## src/rtl/lfuct_pkg.sv

```systemverilog
// ----------------------------------------------------------------------------
// lfuct_pkg
// Shared constants and types of the LFU key-value table.
// ----------------------------------------------------------------------------
package lfuct_pkg;

  localparam int Entries   = 16;
  localparam int CountBits = 16;

  localparam int KeyW   = 32;
  localparam int DataW  = 32;
  localparam int StampW = 32;
  localparam int CfgW   = 5;

  localparam logic [CfgW-1:0] CapReset = CfgW'(16);

  localparam logic ReqGet = 1'b0;
  localparam logic ReqPut = 1'b1;

  typedef enum logic [1:0] {
    StIdle,
    StScan,
    StUpdate,
    StResp
  } state_e;

  typedef struct packed {
    logic rd_en;
    logic wr_en;
  } store_ctl_t;

endpackage

```

## src/rtl/lfuct_store.sv

```systemverilog
// ----------------------------------------------------------------------------
// lfuct_store
// Entry memory of the table: key, value, use count and stamp per slot in one
// synchronous RAM with registered read, plus a valid bit per slot.
// ----------------------------------------------------------------------------
module lfuct_store #(
  parameter int ENTRIES    = lfuct_pkg::Entries,
  parameter int COUNT_BITS = lfuct_pkg::CountBits,
  localparam int IW = (ENTRIES > 1) ? $clog2(ENTRIES) : 1
) (
  input  logic                           clk_i,
  input  logic                           rst_ni,
  input  lfuct_pkg::store_ctl_t          ctl_i,
  input  logic [IW-1:0]                  rd_addr_i,
  input  logic [IW-1:0]                  wr_addr_i,
  input  logic [lfuct_pkg::KeyW-1:0]     wr_key_i,
  input  logic [lfuct_pkg::DataW-1:0]    wr_data_i,
  input  logic [COUNT_BITS-1:0]          wr_count_i,
  input  logic [lfuct_pkg::StampW-1:0]   wr_stamp_i,
  output logic                           rd_valid_o,
  output logic [lfuct_pkg::KeyW-1:0]     rd_key_o,
  output logic [lfuct_pkg::DataW-1:0]    rd_data_o,
  output logic [COUNT_BITS-1:0]          rd_count_o,
  output logic [lfuct_pkg::StampW-1:0]   rd_stamp_o
);

  localparam int EW = lfuct_pkg::KeyW + lfuct_pkg::DataW + COUNT_BITS + lfuct_pkg::StampW;

  logic [EW-1:0]      mem_q [ENTRIES];
  logic [EW-1:0]      rd_q;
  logic [ENTRIES-1:0] valid_q;
  logic               rd_valid_q;

  always_ff @(posedge clk_i) begin
    if (ctl_i.wr_en) begin
      mem_q[wr_addr_i] <= {wr_key_i, wr_data_i, wr_count_i, wr_stamp_i};
    end
    if (ctl_i.rd_en) begin
      rd_q <= mem_q[rd_addr_i];
    end
  end

  always_ff @(posedge clk_i or negedge rst_ni) begin
    if (!rst_ni) begin
      valid_q    <= '0;
      rd_valid_q <= 1'b0;
    end else begin
      if (ctl_i.wr_en) begin
        valid_q[wr_addr_i] <= 1'b1;
      end
      if (ctl_i.rd_en) begin
        rd_valid_q <= valid_q[rd_addr_i];
      end
    end
  end

  assign rd_valid_o = rd_valid_q;
  assign {rd_key_o, rd_data_o, rd_count_o, rd_stamp_o} = rd_q;

endmodule

```

## src/rtl/lfu_cache_table.sv

```systemverilog
// A request (get or put) runs as follows from acceptance to result: every
// slot is read once through the single read port of the entry RAM while key
// match, least-used victim and first free slot are tracked, the last slot read
// is then checked, any entry that the request changes is written back and the
// result register is loaded. A new request is taken only once the previous
// result has moved into the result register; that register lets it start while
// the last result still waits for out_ready_i.
// ----------------------------------------------------------------------------
// lfu_cache_table
// LFU key-value table with least-recently-used tie break and saturating counts.
// ----------------------------------------------------------------------------
module lfu_cache_table #(
  parameter int ENTRIES    = lfuct_pkg::Entries,
  parameter int COUNT_BITS = lfuct_pkg::CountBits
) (
  input  logic                                clk_i,
  input  logic                                rst_ni,
  input  logic                                cfg_we_i,
  input  logic [lfuct_pkg::CfgW-1:0]          cfg_wdata_i,
  input  logic                                in_valid_i,
  output logic                                in_ready_o,
  input  logic                                req_type_i,
  input  logic [lfuct_pkg::KeyW-1:0]          lookup_key_i,
  input  logic signed [lfuct_pkg::DataW-1:0]  write_value_i,
  output logic                                out_valid_o,
  input  logic                                out_ready_i,
  output logic                                hit_o,
  output logic signed [lfuct_pkg::DataW-1:0]  read_value_o,
  output logic                                evicted_o,
  output logic [lfuct_pkg::KeyW-1:0]          evicted_key_o
);

  localparam int IW = (ENTRIES > 1) ? $clog2(ENTRIES) : 1;
  localparam int CW = $clog2(ENTRIES + 1);
  localparam int XW = (CW > lfuct_pkg::CfgW) ? CW : lfuct_pkg::CfgW;
  localparam int KW = lfuct_pkg::KeyW;
  localparam int DW = lfuct_pkg::DataW;
  localparam int SW = lfuct_pkg::StampW;

  lfuct_pkg::state_e state_q, state_d;

  logic [lfuct_pkg::CfgW-1:0] cap_q;
  logic [CW-1:0]              occ_q, occ_d;
  logic [SW-1:0]              clock_q, clock_d;
  logic [CW-1:0]              cnt_q, cnt_d;
  logic                       chk_vld_q, chk_vld_d;
  logic [IW-1:0]              chk_idx_q;

  logic          req_put_q;
  logic [KW-1:0] req_key_q;
  logic [DW-1:0] req_val_q;

  // scan results
  logic                  hit_q, hit_d;
  logic [IW-1:0]         hit_idx_q, hit_idx_d;
  logic [DW-1:0]         hit_data_q, hit_data_d;
  logic [COUNT_BITS-1:0] hit_cnt_q, hit_cnt_d;
  logic                  vic_q, vic_d;
  logic [IW-1:0]         vic_idx_q, vic_idx_d;
  logic [KW-1:0]         vic_key_q, vic_key_d;
  logic [COUNT_BITS-1:0] vic_cnt_q, vic_cnt_d;
  logic [SW-1:0]         vic_stamp_q, vic_stamp_d;
  logic                  free_q, free_d;
  logic [IW-1:0]         free_idx_q, free_idx_d;

  // pending result
  logic          res_hit_q, res_hit_d;
  logic [DW-1:0] res_rdata_q, res_rdata_d;
  logic          res_evict_q, res_evict_d;
  logic [KW-1:0] res_ekey_q, res_ekey_d;

  // output register
  logic          out_valid_q, out_valid_d;
  logic          out_load;
  logic          o_hit_q;
  logic [DW-1:0] o_rdata_q;
  logic          o_evict_q;
  logic [KW-1:0] o_ekey_q;

  lfuct_pkg::store_ctl_t ctl;
  logic [IW-1:0]         wr_addr;
  logic [KW-1:0]         wr_key;
  logic [DW-1:0]         wr_data;
  logic [COUNT_BITS-1:0] wr_count;
  logic                  rd_valid;
  logic [KW-1:0]         rd_key;
  logic [DW-1:0]         rd_data;
  logic [COUNT_BITS-1:0] rd_count;
  logic [SW-1:0]         rd_stamp;

  logic          accept;
  logic [XW-1:0] eff_cap;
  logic [XW-1:0] cap_x;
  logic [XW-1:0] occ_x;

  assign accept     = in_valid_i && in_ready_o;
  assign in_ready_o = (state_q == lfuct_pkg::StIdle);

  assign cap_x   = XW'(cap_q);
  assign occ_x   = XW'(occ_q);
  assign eff_cap = (cap_x > XW'(ENTRIES)) ? XW'(ENTRIES) : cap_x;

  lfuct_store #(
    .ENTRIES    (ENTRIES),
    .COUNT_BITS (COUNT_BITS)
  ) u_store (
    .clk_i      (clk_i),
    .rst_ni     (rst_ni),
    .ctl_i      (ctl),
    .rd_addr_i  (cnt_q[IW-1:0]),
    .wr_addr_i  (wr_addr),
    .wr_key_i   (wr_key),
    .wr_data_i  (wr_data),
    .wr_count_i (wr_count),
    .wr_stamp_i (clock_q),
    .rd_valid_o (rd_valid),
    .rd_key_o   (rd_key),
    .rd_data_o  (rd_data),
    .rd_count_o (rd_count),
    .rd_stamp_o (rd_stamp)
  );

  always_comb begin
    state_d     = state_q;
    occ_d       = occ_q;
    clock_d     = clock_q;
    cnt_d       = cnt_q;
    chk_vld_d   = 1'b0;
    hit_d       = hit_q;
    hit_idx_d   = hit_idx_q;
    hit_data_d  = hit_data_q;
    hit_cnt_d   = hit_cnt_q;
    vic_d       = vic_q;
    vic_idx_d   = vic_idx_q;
    vic_key_d   = vic_key_q;
    vic_cnt_d   = vic_cnt_q;
    vic_stamp_d = vic_stamp_q;
    free_d      = free_q;
    free_idx_d  = free_idx_q;
    res_hit_d   = res_hit_q;
    res_rdata_d = res_rdata_q;
    res_evict_d = res_evict_q;
    res_ekey_d  = res_ekey_q;
    out_load    = 1'b0;
    ctl         = '0;
    wr_addr     = hit_idx_q;
    wr_key      = req_key_q;
    wr_data     = req_val_q;
    wr_count    = COUNT_BITS'(1);

    // compare the entry read in the previous cycle
    if (chk_vld_q) begin
      if (rd_valid) begin
        if (!hit_q && rd_key == req_key_q) begin
          hit_d      = 1'b1;
          hit_idx_d  = chk_idx_q;
          hit_data_d = rd_data;
          hit_cnt_d  = rd_count;
        end
        if (!vic_q || rd_count < vic_cnt_q ||
            (rd_count == vic_cnt_q && rd_stamp < vic_stamp_q)) begin
          vic_d       = 1'b1;
          vic_idx_d   = chk_idx_q;
          vic_key_d   = rd_key;
          vic_cnt_d   = rd_count;
          vic_stamp_d = rd_stamp;
        end
      end else if (!free_q) begin
        free_d     = 1'b1;
        free_idx_d = chk_idx_q;
      end
    end

    unique case (state_q)
      lfuct_pkg::StIdle: begin
        if (accept) begin
          state_d = lfuct_pkg::StScan;
          cnt_d   = '0;
          hit_d   = 1'b0;
          vic_d   = 1'b0;
          free_d  = 1'b0;
        end
      end
      lfuct_pkg::StScan: begin
        if (cnt_q != CW'(ENTRIES)) begin
          ctl.rd_en = 1'b1;
          chk_vld_d = 1'b1;
          cnt_d     = cnt_q + CW'(1);
        end else begin
          state_d = lfuct_pkg::StUpdate;
        end
      end
      lfuct_pkg::StUpdate: begin
        state_d     = lfuct_pkg::StResp;
        res_hit_d   = 1'b0;
        res_rdata_d = '0;
        res_evict_d = 1'b0;
        res_ekey_d  = '0;
        if (hit_q) begin
          res_hit_d = 1'b1;
          if (req_put_q == lfuct_pkg::ReqGet) begin
            res_rdata_d = hit_data_q;
            wr_data     = hit_data_q;
          end
          wr_addr   = hit_idx_q;
          wr_count  = (hit_cnt_q == '1) ? hit_cnt_q : hit_cnt_q + COUNT_BITS'(1);
          ctl.wr_en = 1'b1;
          clock_d   = clock_q + SW'(1);
        end else if (req_put_q == lfuct_pkg::ReqPut && eff_cap != '0) begin
          if (occ_x >= eff_cap) begin
            if (vic_q) begin
              res_evict_d = 1'b1;
              res_ekey_d  = vic_key_q;
              wr_addr     = vic_idx_q;
              ctl.wr_en   = 1'b1;
              clock_d     = clock_q + SW'(1);
            end
          end else if (free_q) begin
            wr_addr   = free_idx_q;
            ctl.wr_en = 1'b1;
            clock_d   = clock_q + SW'(1);
            occ_d     = occ_q + CW'(1);
          end
        end
      end
      lfuct_pkg::StResp: begin
        if (!out_valid_q || out_ready_i) begin
          out_load = 1'b1;
          state_d  = lfuct_pkg::StIdle;
        end
      end
      default: state_d = lfuct_pkg::StIdle;
    endcase

    if (out_load) begin
      out_valid_d = 1'b1;
    end else if (out_ready_i) begin
      out_valid_d = 1'b0;
    end else begin
      out_valid_d = out_valid_q;
    end
  end

  always_ff @(posedge clk_i or negedge rst_ni) begin
    if (!rst_ni) begin
      state_q     <= lfuct_pkg::StIdle;
      cap_q       <= lfuct_pkg::CapReset;
      occ_q       <= '0;
      clock_q     <= '0;
      cnt_q       <= '0;
      chk_vld_q   <= 1'b0;
      hit_q       <= 1'b0;
      vic_q       <= 1'b0;
      free_q      <= 1'b0;
      out_valid_q <= 1'b0;
    end else begin
      state_q     <= state_d;
      if (cfg_we_i) begin
        cap_q <= cfg_wdata_i;
      end
      occ_q       <= occ_d;
      clock_q     <= clock_d;
      cnt_q       <= cnt_d;
      chk_vld_q   <= chk_vld_d;
      hit_q       <= hit_d;
      vic_q       <= vic_d;
      free_q      <= free_d;
      out_valid_q <= out_valid_d;
    end
  end

  always_ff @(posedge clk_i) begin
    chk_idx_q   <= cnt_q[IW-1:0];
    hit_idx_q   <= hit_idx_d;
    hit_data_q  <= hit_data_d;
    hit_cnt_q   <= hit_cnt_d;
    vic_idx_q   <= vic_idx_d;
    vic_key_q   <= vic_key_d;
    vic_cnt_q   <= vic_cnt_d;
    vic_stamp_q <= vic_stamp_d;
    free_idx_q  <= free_idx_d;
    res_hit_q   <= res_hit_d;
    res_rdata_q <= res_rdata_d;
    res_evict_q <= res_evict_d;
    res_ekey_q  <= res_ekey_d;
    if (accept) begin
      req_put_q <= req_type_i;
      req_key_q <= lookup_key_i;
      req_val_q <= write_value_i;
    end
    if (out_load) begin
      o_hit_q   <= res_hit_q;
      o_rdata_q <= res_rdata_q;
      o_evict_q <= res_evict_q;
      o_ekey_q  <= res_ekey_q;
    end
  end

  assign out_valid_o   = out_valid_q;
  assign hit_o         = o_hit_q;
  assign read_value_o  = $signed(o_rdata_q);
  assign evicted_o     = o_evict_q;
  assign evicted_key_o = o_ekey_q;

endmodule

```

## config.mk

```make
export PLATFORM = sky130hd
export DESIGN_NAME = lfu_cache_table
export DESIGN_NICKNAME = d
export VERILOG_FILES = /design/src/rtl/lfuct_pkg.sv /design/src/rtl/lfuct_store.sv /design/src/rtl/lfu_cache_table.sv
export SDC_FILE = /design/constraint.sdc
export NUM_CORES = 2
export LEC_CHECK = 0
export BUFFER_PORTS_ARGS = -buffer_cell sky130_fd_sc_hd__buf_4
export CAP_MARGIN = 40
export CELL_PAD_IN_SITES_DETAIL_PLACEMENT = 1
export CELL_PAD_IN_SITES_GLOBAL_PLACEMENT = 2
export CORE_MARGIN = 4
export CORE_UTILIZATION = 30
export CTS_CLUSTER_SIZE = 16
export DETAILED_ROUTE_END_ITERATION = 7
export GPL_TIMING_DRIVEN = 0
export PLACE_DENSITY = 0.47
export RECOVER_POWER = 100
export SETUP_SLACK_MARGIN = 0.02
export SYNTH_ARGS = -nofsm -noshare
export SYNTH_HDL_FRONTEND = slang
export SYNTH_HIERARCHICAL = 1
export SYNTH_SLANG_ARGS = --single-unit
export TNS_END_PERCENT = 10
```

## constraint.sdc

```tcl
create_clock -name clk_i -period 13.9 [get_ports clk_i]
set_clock_uncertainty 0.05 [all_clocks]
set_input_delay 0.695 -clock clk_i [delete_from_list [all_inputs] [get_ports clk_i]]
set_output_delay 0.695 -clock clk_i [all_outputs]
set_load 0.03 [all_outputs]
```

Yosys cells after proc, flatten, opt, wreduce, memory -nomap -nowiden --
Memories as Yosys holds them, arrays and structs flattened. A register that Yosys moved wholly into a read port is not among the register bits. Index checks and enable logic that the tools add are counted.
Cells by class: $add $sub $neg 4, magnitude comparators 7, equality and inequality tests 12, mux-type cells 58, bitwise logic cells 7, reductions and logical operators 27
Operators by type and width (number):
- two-way mux 32 bit | 8
- two-way mux 16 bit | 3
- adder 32 x 1 -> 32 bit, second input constant | 1
- == test 32 bit | 1
- < comparator 32 bit | 1
- two-way mux 1 bit | 31
- two-way mux 4 bit | 6
- adder 16 x 1 -> 16 bit, second input constant | 1
- == test 16 bit | 1
- == test 16 bit, second input constant | 1
- < comparator 16 bit | 1
- OR 16 bit | 1
- two-way mux 5 bit | 3
- AND reduction 3 bit | 5
- adder 5 x 1 -> 5 bit, second input constant | 2
- < comparator 4 x 5 -> 1 bit, second input constant | 2
- one-hot mux 5 bit (2 select lines) | 1
- one-hot mux 2 bit (4 select lines) | 1
- two-way mux 2 bit | 3
- inequality test 2 bit, second input constant | 3
- inverter 1 bit | 6
- nonzero test 2 bit | 3
- >= comparator 5 bit | 1
- greater-than comparator 5 bit, second input constant | 1
- other kinds (19) | 28
Storage, ports and cells: register bits after elaboration 412, bits in writable memories 1792, input port bits 75, logic and storage cells 148, memories kept 1
Memory list:
- u_store.mem_q | depth 16, width 112, rd ports 1, clocked after Yosys merged registers in 1, wr ports 1, RTL line lfuct_store.sv:29 | logic [EW-1:0] mem_q [ENTRIES];

Depth between registers and ports, before layout --
depth in word-level cells 12, mapped depth 13

By module --
The synthesis kept the hierarchy.
By module, submodules not included:
- lfuct_store | times used 1, cells an instance 2654, area each 71305.9 µm², seq. area each 57600.2 µm²
- lfu_cache_table | times used 1, cells an instance 1019, area each 15885.2 µm², seq. area each 11552.3 µm²

Worst setup path before layout --
No wires, ideal clock.
path kind reg2reg, from register state_q[0], to register u_store.valid_q[0], arrival 11783 ps, data required time 13737 ps, setup slack 1954 ps, stages on the path, launching flop included 10, buffers on the path 1, cell sequence dfrtp_1 inv_1 ha_1 buf_2 o2111ai_1 a21oi_1 a21oi_1 or3b_2 nor3_1 or2_2
On the way: longest elaborated chain between the ends 7
RTL lines:
- from (decl) | RTL line lfu_cache_table.sv:40 | lfuct_pkg::state_e state_q, state_d;
- from (signal assigned) | RTL line lfu_cache_table.sv:246 | state_q <= lfuct_pkg::StIdle;
- from (signal assigned) | RTL line lfu_cache_table.sv:257 | state_q <= state_d;
- == test 2 bit * | RTL line lfu_cache_table.sv:174 | unique case (state_q)
- two-way mux 4 bit * | RTL line lfu_cache_table.sv:174
- named net wr_addr[2] | RTL line lfu_cache_table.sv:81 | logic [IW-1:0] wr_addr;
- < comparator 4 x 5 -> 1 bit (not written as such) or >= comparator 4 x 1 -> 1 bit (tied branches) | RTL line lfuct_store.sv:49 | valid_q[wr_addr_i] <= 1'b1;
- logical AND 1 bit (not written as such) | RTL line lfuct_store.sv:49
- two-way mux 1 bit (not written as such) | RTL line lfuct_store.sv:49
- demux 1 bit (select 4 bit) *
- OR 16 bit (no source line) *
- to (signal assigned) | RTL line lfuct_store.sv:45 | valid_q <= '0;
- to (signal, indexed assignment) | RTL line lfuct_store.sv:49
- to (decl) | RTL line lfuct_store.sv:31 | logic [ENTRIES-1:0] valid_q;
Mark *: on every way through the listed nets, which the timed path passes. The rest lies on a longest branch. A chain may end at the register's enable or synchronous reset.

Worst setup path after layout --
from register state_q[0], to memory u_store/mem_q[15][59] in the netlist's numbering (enable)
RTL lines (RTL line):
- == test 2 bit | lfu_cache_table.sv:174
- two-way mux 4 bit | lfu_cache_table.sv:174
- named net wr_addr[1] | lfu_cache_table.sv:81
- to (decl) | lfuct_store.sv:29
The timed path passes the listed nets, and every way through them passes these cells.

==> impl_metrics.toml <==
[clock_tree]
cts.sinks = 2316
ctsResizeCount = 0
cts_buffers = 271
postCtsSetupRepairBufs = 0
clk-insertion-delay-late_ns = 0.87
path_clk_slew_ns = 0.06
cts_tree = "done"
cts_max_level = 5
clockBufferDepth = 4
clockRootBuffer = "clkbuf_16"

[synth]
async_reset_ff_share_pct = 3.07
syn_area_per_cell_um2 = 23.7
yosysSeqAreaShare_pct = 79.3
yosys_warnings = 6
synth_edf_count = 2241
synth_area_um2 = 87200
synth_seq_cells = 2316
synth_cells = 3673
synth_fp_nets = 3809
synth.distinct_cells = 57
synthFlopType = "edfxtp_1"

[die]
die_area_um2 = 299000
row_count = 197
start_util_pct = 30.2
die_w_um = 547
core_um2 = 289000
die_h_um = 547
io_pins = 143

[worst_setup_path]
critPathMaxStageDelay_ns = 1.31
r2r_slack_ns = 4.68
start_kind = "flop"
rr_endpoint = "u_store/mem_q[15][59]"
worstSetupPathType = "reg2reg"
worst_path_most_repeated_cell = "clkbuf_1"
required_ns = 14.31
worstPathMaxFanout = 24
reg2regPathDepth = 11
timing.rr.start = "state_q[0]"
cp_cell_sequence = "inv_1, ha_1, clkbuf_1, o2111ai_1, o2bb2ai_1, nand2_1, nor2_1, clkbuf_1, clkbuf_1, buf_12, clkbuf_1"
slowest_stage = "ha_1"
cp-end-kind = "flop"
arrival_ns = 9.62

[sta]
rsz0062_at_grt = "no"
worst_slack_ns = 4.68
period_share_pct = 66.3
post-route-min-period_ns = 9.22
hold_viol = 0
final-setup-viol-count = 0
fmaxAchievable_ghz = 0.109
tightestPinTransition_ns = 5.50
drv_slew = 1038
setup_tns_ns = 0
slew_headroom_pct = -267

[global_route]
grt_util_all_layers_pct = 16.7
overflow = 0
grt_pass1_vias = 44400
antenna_found_initial = 11
grt_max_degree = 61
grt_pass1_wl_um = 356000

[placement]
dp_cells = 7976
dp_hpwl_um = 168000
place_area_um2 = 97500
gp_congestion = 0.671
numPortBuffers = 142
place_ws_ns = 8.17

[power]
ir_worst_vdd_mv = 0.0971
power_mw = 20.0
power_leakage_nw = 33.4
powerDensity_nw_per_um2 = 193

[drt]
wire_per_inst_um = 29.7
dr_total_vias = 40700
route.detailed.drc = 0
drtIter0Drc = 3327
dr.pass1.iters = 5
drtAntennaViolNets = 0
wl_um = 253000
via_per_inst = 4.77

[cells_and_area]
nets = 4580
area_growth_pct = 18.8
finish.instance_area_um2 = 104000
final_cells = 8537
layout-drive-gt1-share_pct = 24.4
filler_cell_count = 27800

[hold_path]
min_path_type = "in2reg"
hold_path_depth = 3
holdPathEnd = "out_valid_o"
min_from = "out_ready_i"

[outcome]
status = "finished with violations"
failed_checks = "max-capacitance violations, max-slew violations"

[run]
cap_viol_max_count = 54
==> synth_stat cells (all sizes together) (2+ instances only) <==
cell,instances,area share (%)
and4,3,0.033
mux4,564,15
o21ai,17,0.098
or2,18,0.13
nand2,49,0.21
nor3,18,0.10
inv,71,0.31
o2bb2ai,3,0.030
nor2b,2,0.014
nand3b,5,0.043
dfxtp,4,0.092
dfrtp,70,2.0
nand2b,11,0.079
nor4,23,0.24
clkbuf,57,0.25
and2,67,0.48
xnor2,20,0.20
nor2,51,0.22
and3,10,0.072
nand3,27,0.17
a221oi,2,0.020
a211oi,2,0.017
a21oi,30,0.17
o211ai,2,0.017
nand4,24,0.17
xor2,60,0.60
a21boi,2,0.017
buf,90,0.76
mux2i,6,0.069
o2111ai,2,0.020
nor3b,2,0.017
a31oi,4,0.029
ha,61,0.88
mux2,40,0.52
a21o,3,0.026
edfxtp,2241,77
a311o,2,0.023
==> power breakdown <==
group | leakage, nW | internal (mW) | total, mW | switching (mW)
registers | 22.1 | 8.53 | 8.85 | 0.320
clock network | 4.02 | 3.87 | 6.72 | 2.85
logic | 7.30 | 1.85 | 4.40 | 2.54
total | 33.4 | 14.3 | 20.0 | 5.71
==> cell usage in the layout, fill, tap and decap left out, types with 21 or more instances in the layout <==
cell type,instances
edfxtp_1,2241
mux4_2,564
clkbuf_1,438
clkbuf_16,276
dlygate4sd3_1,72
dfrtp_1,70
inv_1,69
ha_1,61
xor2_1,60
clkinv_1,60
buf_6,56
clkbuf_4,55
nor2_1,51
nand2_1,48
and2_0,42
mux2_1,32
a21oi_1,30
clkinv_2,30
buf_8,29
buf_2,26
nand3_1,26
and2_1,25
nand4_1,24
nor4_1,21
==> sequential cells by signal, summed over array words and instances, names as in the netlist, 5 cells and up <==
name,flops
cap_q,5
req_val_q,32
read_value_o,32
clock_q,32
req_key_q,32
occ_q,5
res_rdata_q,32
vic_cnt_q,16
hit_cnt_q,16
vic_key_q,32
evicted_key_o,32
cnt_q,5
u_store/valid_q,16
hit_data_q,32
vic_stamp_q,32
u_store/rd_q,112
u_store/mem_q,1792
res_ekey_q,32
==> worst max-delay path: cells and delay by family (launching register included) <==
family                     cells  cell delay, ns
DFF                            1            0.42
and+or+nand+nor                2            1.06
adders and majority gates      1            1.31
AOI/OAI and AO/OA              2            1.17
buffers and inverters          6            4.68
==> per-stage QoR <==
stage | hold slack (ns) | utilization, %
floorplan | 0.348 | -
global placement | 0.350 | 32.3
detailed placement | 0.356 | 33.8
CTS | 0.00589 | 36.9
global route | 0.0563 | 35.9
finish | 0.0871 | 35.9
==> logic make-up after synthesis <==
logic type               count (synthesis)  synth area share (%)
XOR/XNOR                                80                 0.804
buffers and inverters                  218                  1.31
AND/OR/NAND/NOR                        314                  2.02
flip-flops                            2316                  79.3
adder cells (fa/ha/maj)                 61                 0.875
AO/OA/AOI/OAI                           74                 0.524
multiplexers                           610                  15.2
==> worst max-delay path by stage <==
| stage | startpoint | end | slack [ns] | depth (start not counted) |
|---|---|---|---|---|
| after floorplan | state_q[0] | u_store/valid_q[0] | 1.95 | 9 |
| after global placement | state_q[0] | u_store/valid_q[12] | -16.20 | 8 |
| after detailed placement | cap_q[4] | u_store/mem_q[0][61] | 8.17 | 17 |
| after CTS | cap_q[4] | u_store/mem_q[0][74] | 8.17 | 17 |
| after global routing | state_q[0] | u_store/mem_q[7][38] | 4.12 | 10 |
| final | state_q[0] | u_store/mem_q[15][59] | 4.68 | 11 |
==> cell type report <==
type                    count  area (um^2)  share of cell area (%)
multi-input cells        1139        16900                    16.3
diodes                      8         20.0                  0.0193
plain buffers             147          857                   0.827
well taps                3880         4850                    4.69
clock inverters           122          946                   0.913
repair buffers            498         3330                    3.22
flip-flops and latches   2316        69200                    66.8
inverters                  71          269                   0.260
clock buffers             356         7300                    7.04
==> routing by layer <==
metal / global-route usage (%) / wire, um / vias to the layer above
li1: - / - / 17000
met3: 2.30 / 9110 / 346
met4: 4.35 / 6360 / 2
met1: 22.4 / 111000 / 22600
met5: 0 / 12 / -
met2: 28.8 / 127000 / 777
==> what timing repair did <==
item / in CTS / in global routing
endpoints found under the setup margin: 0 / 0
hold endpoints to repair: 106 / 0
hold buffers: 72 / 0
No activity file was read; power rests on OpenSTA's default activity.
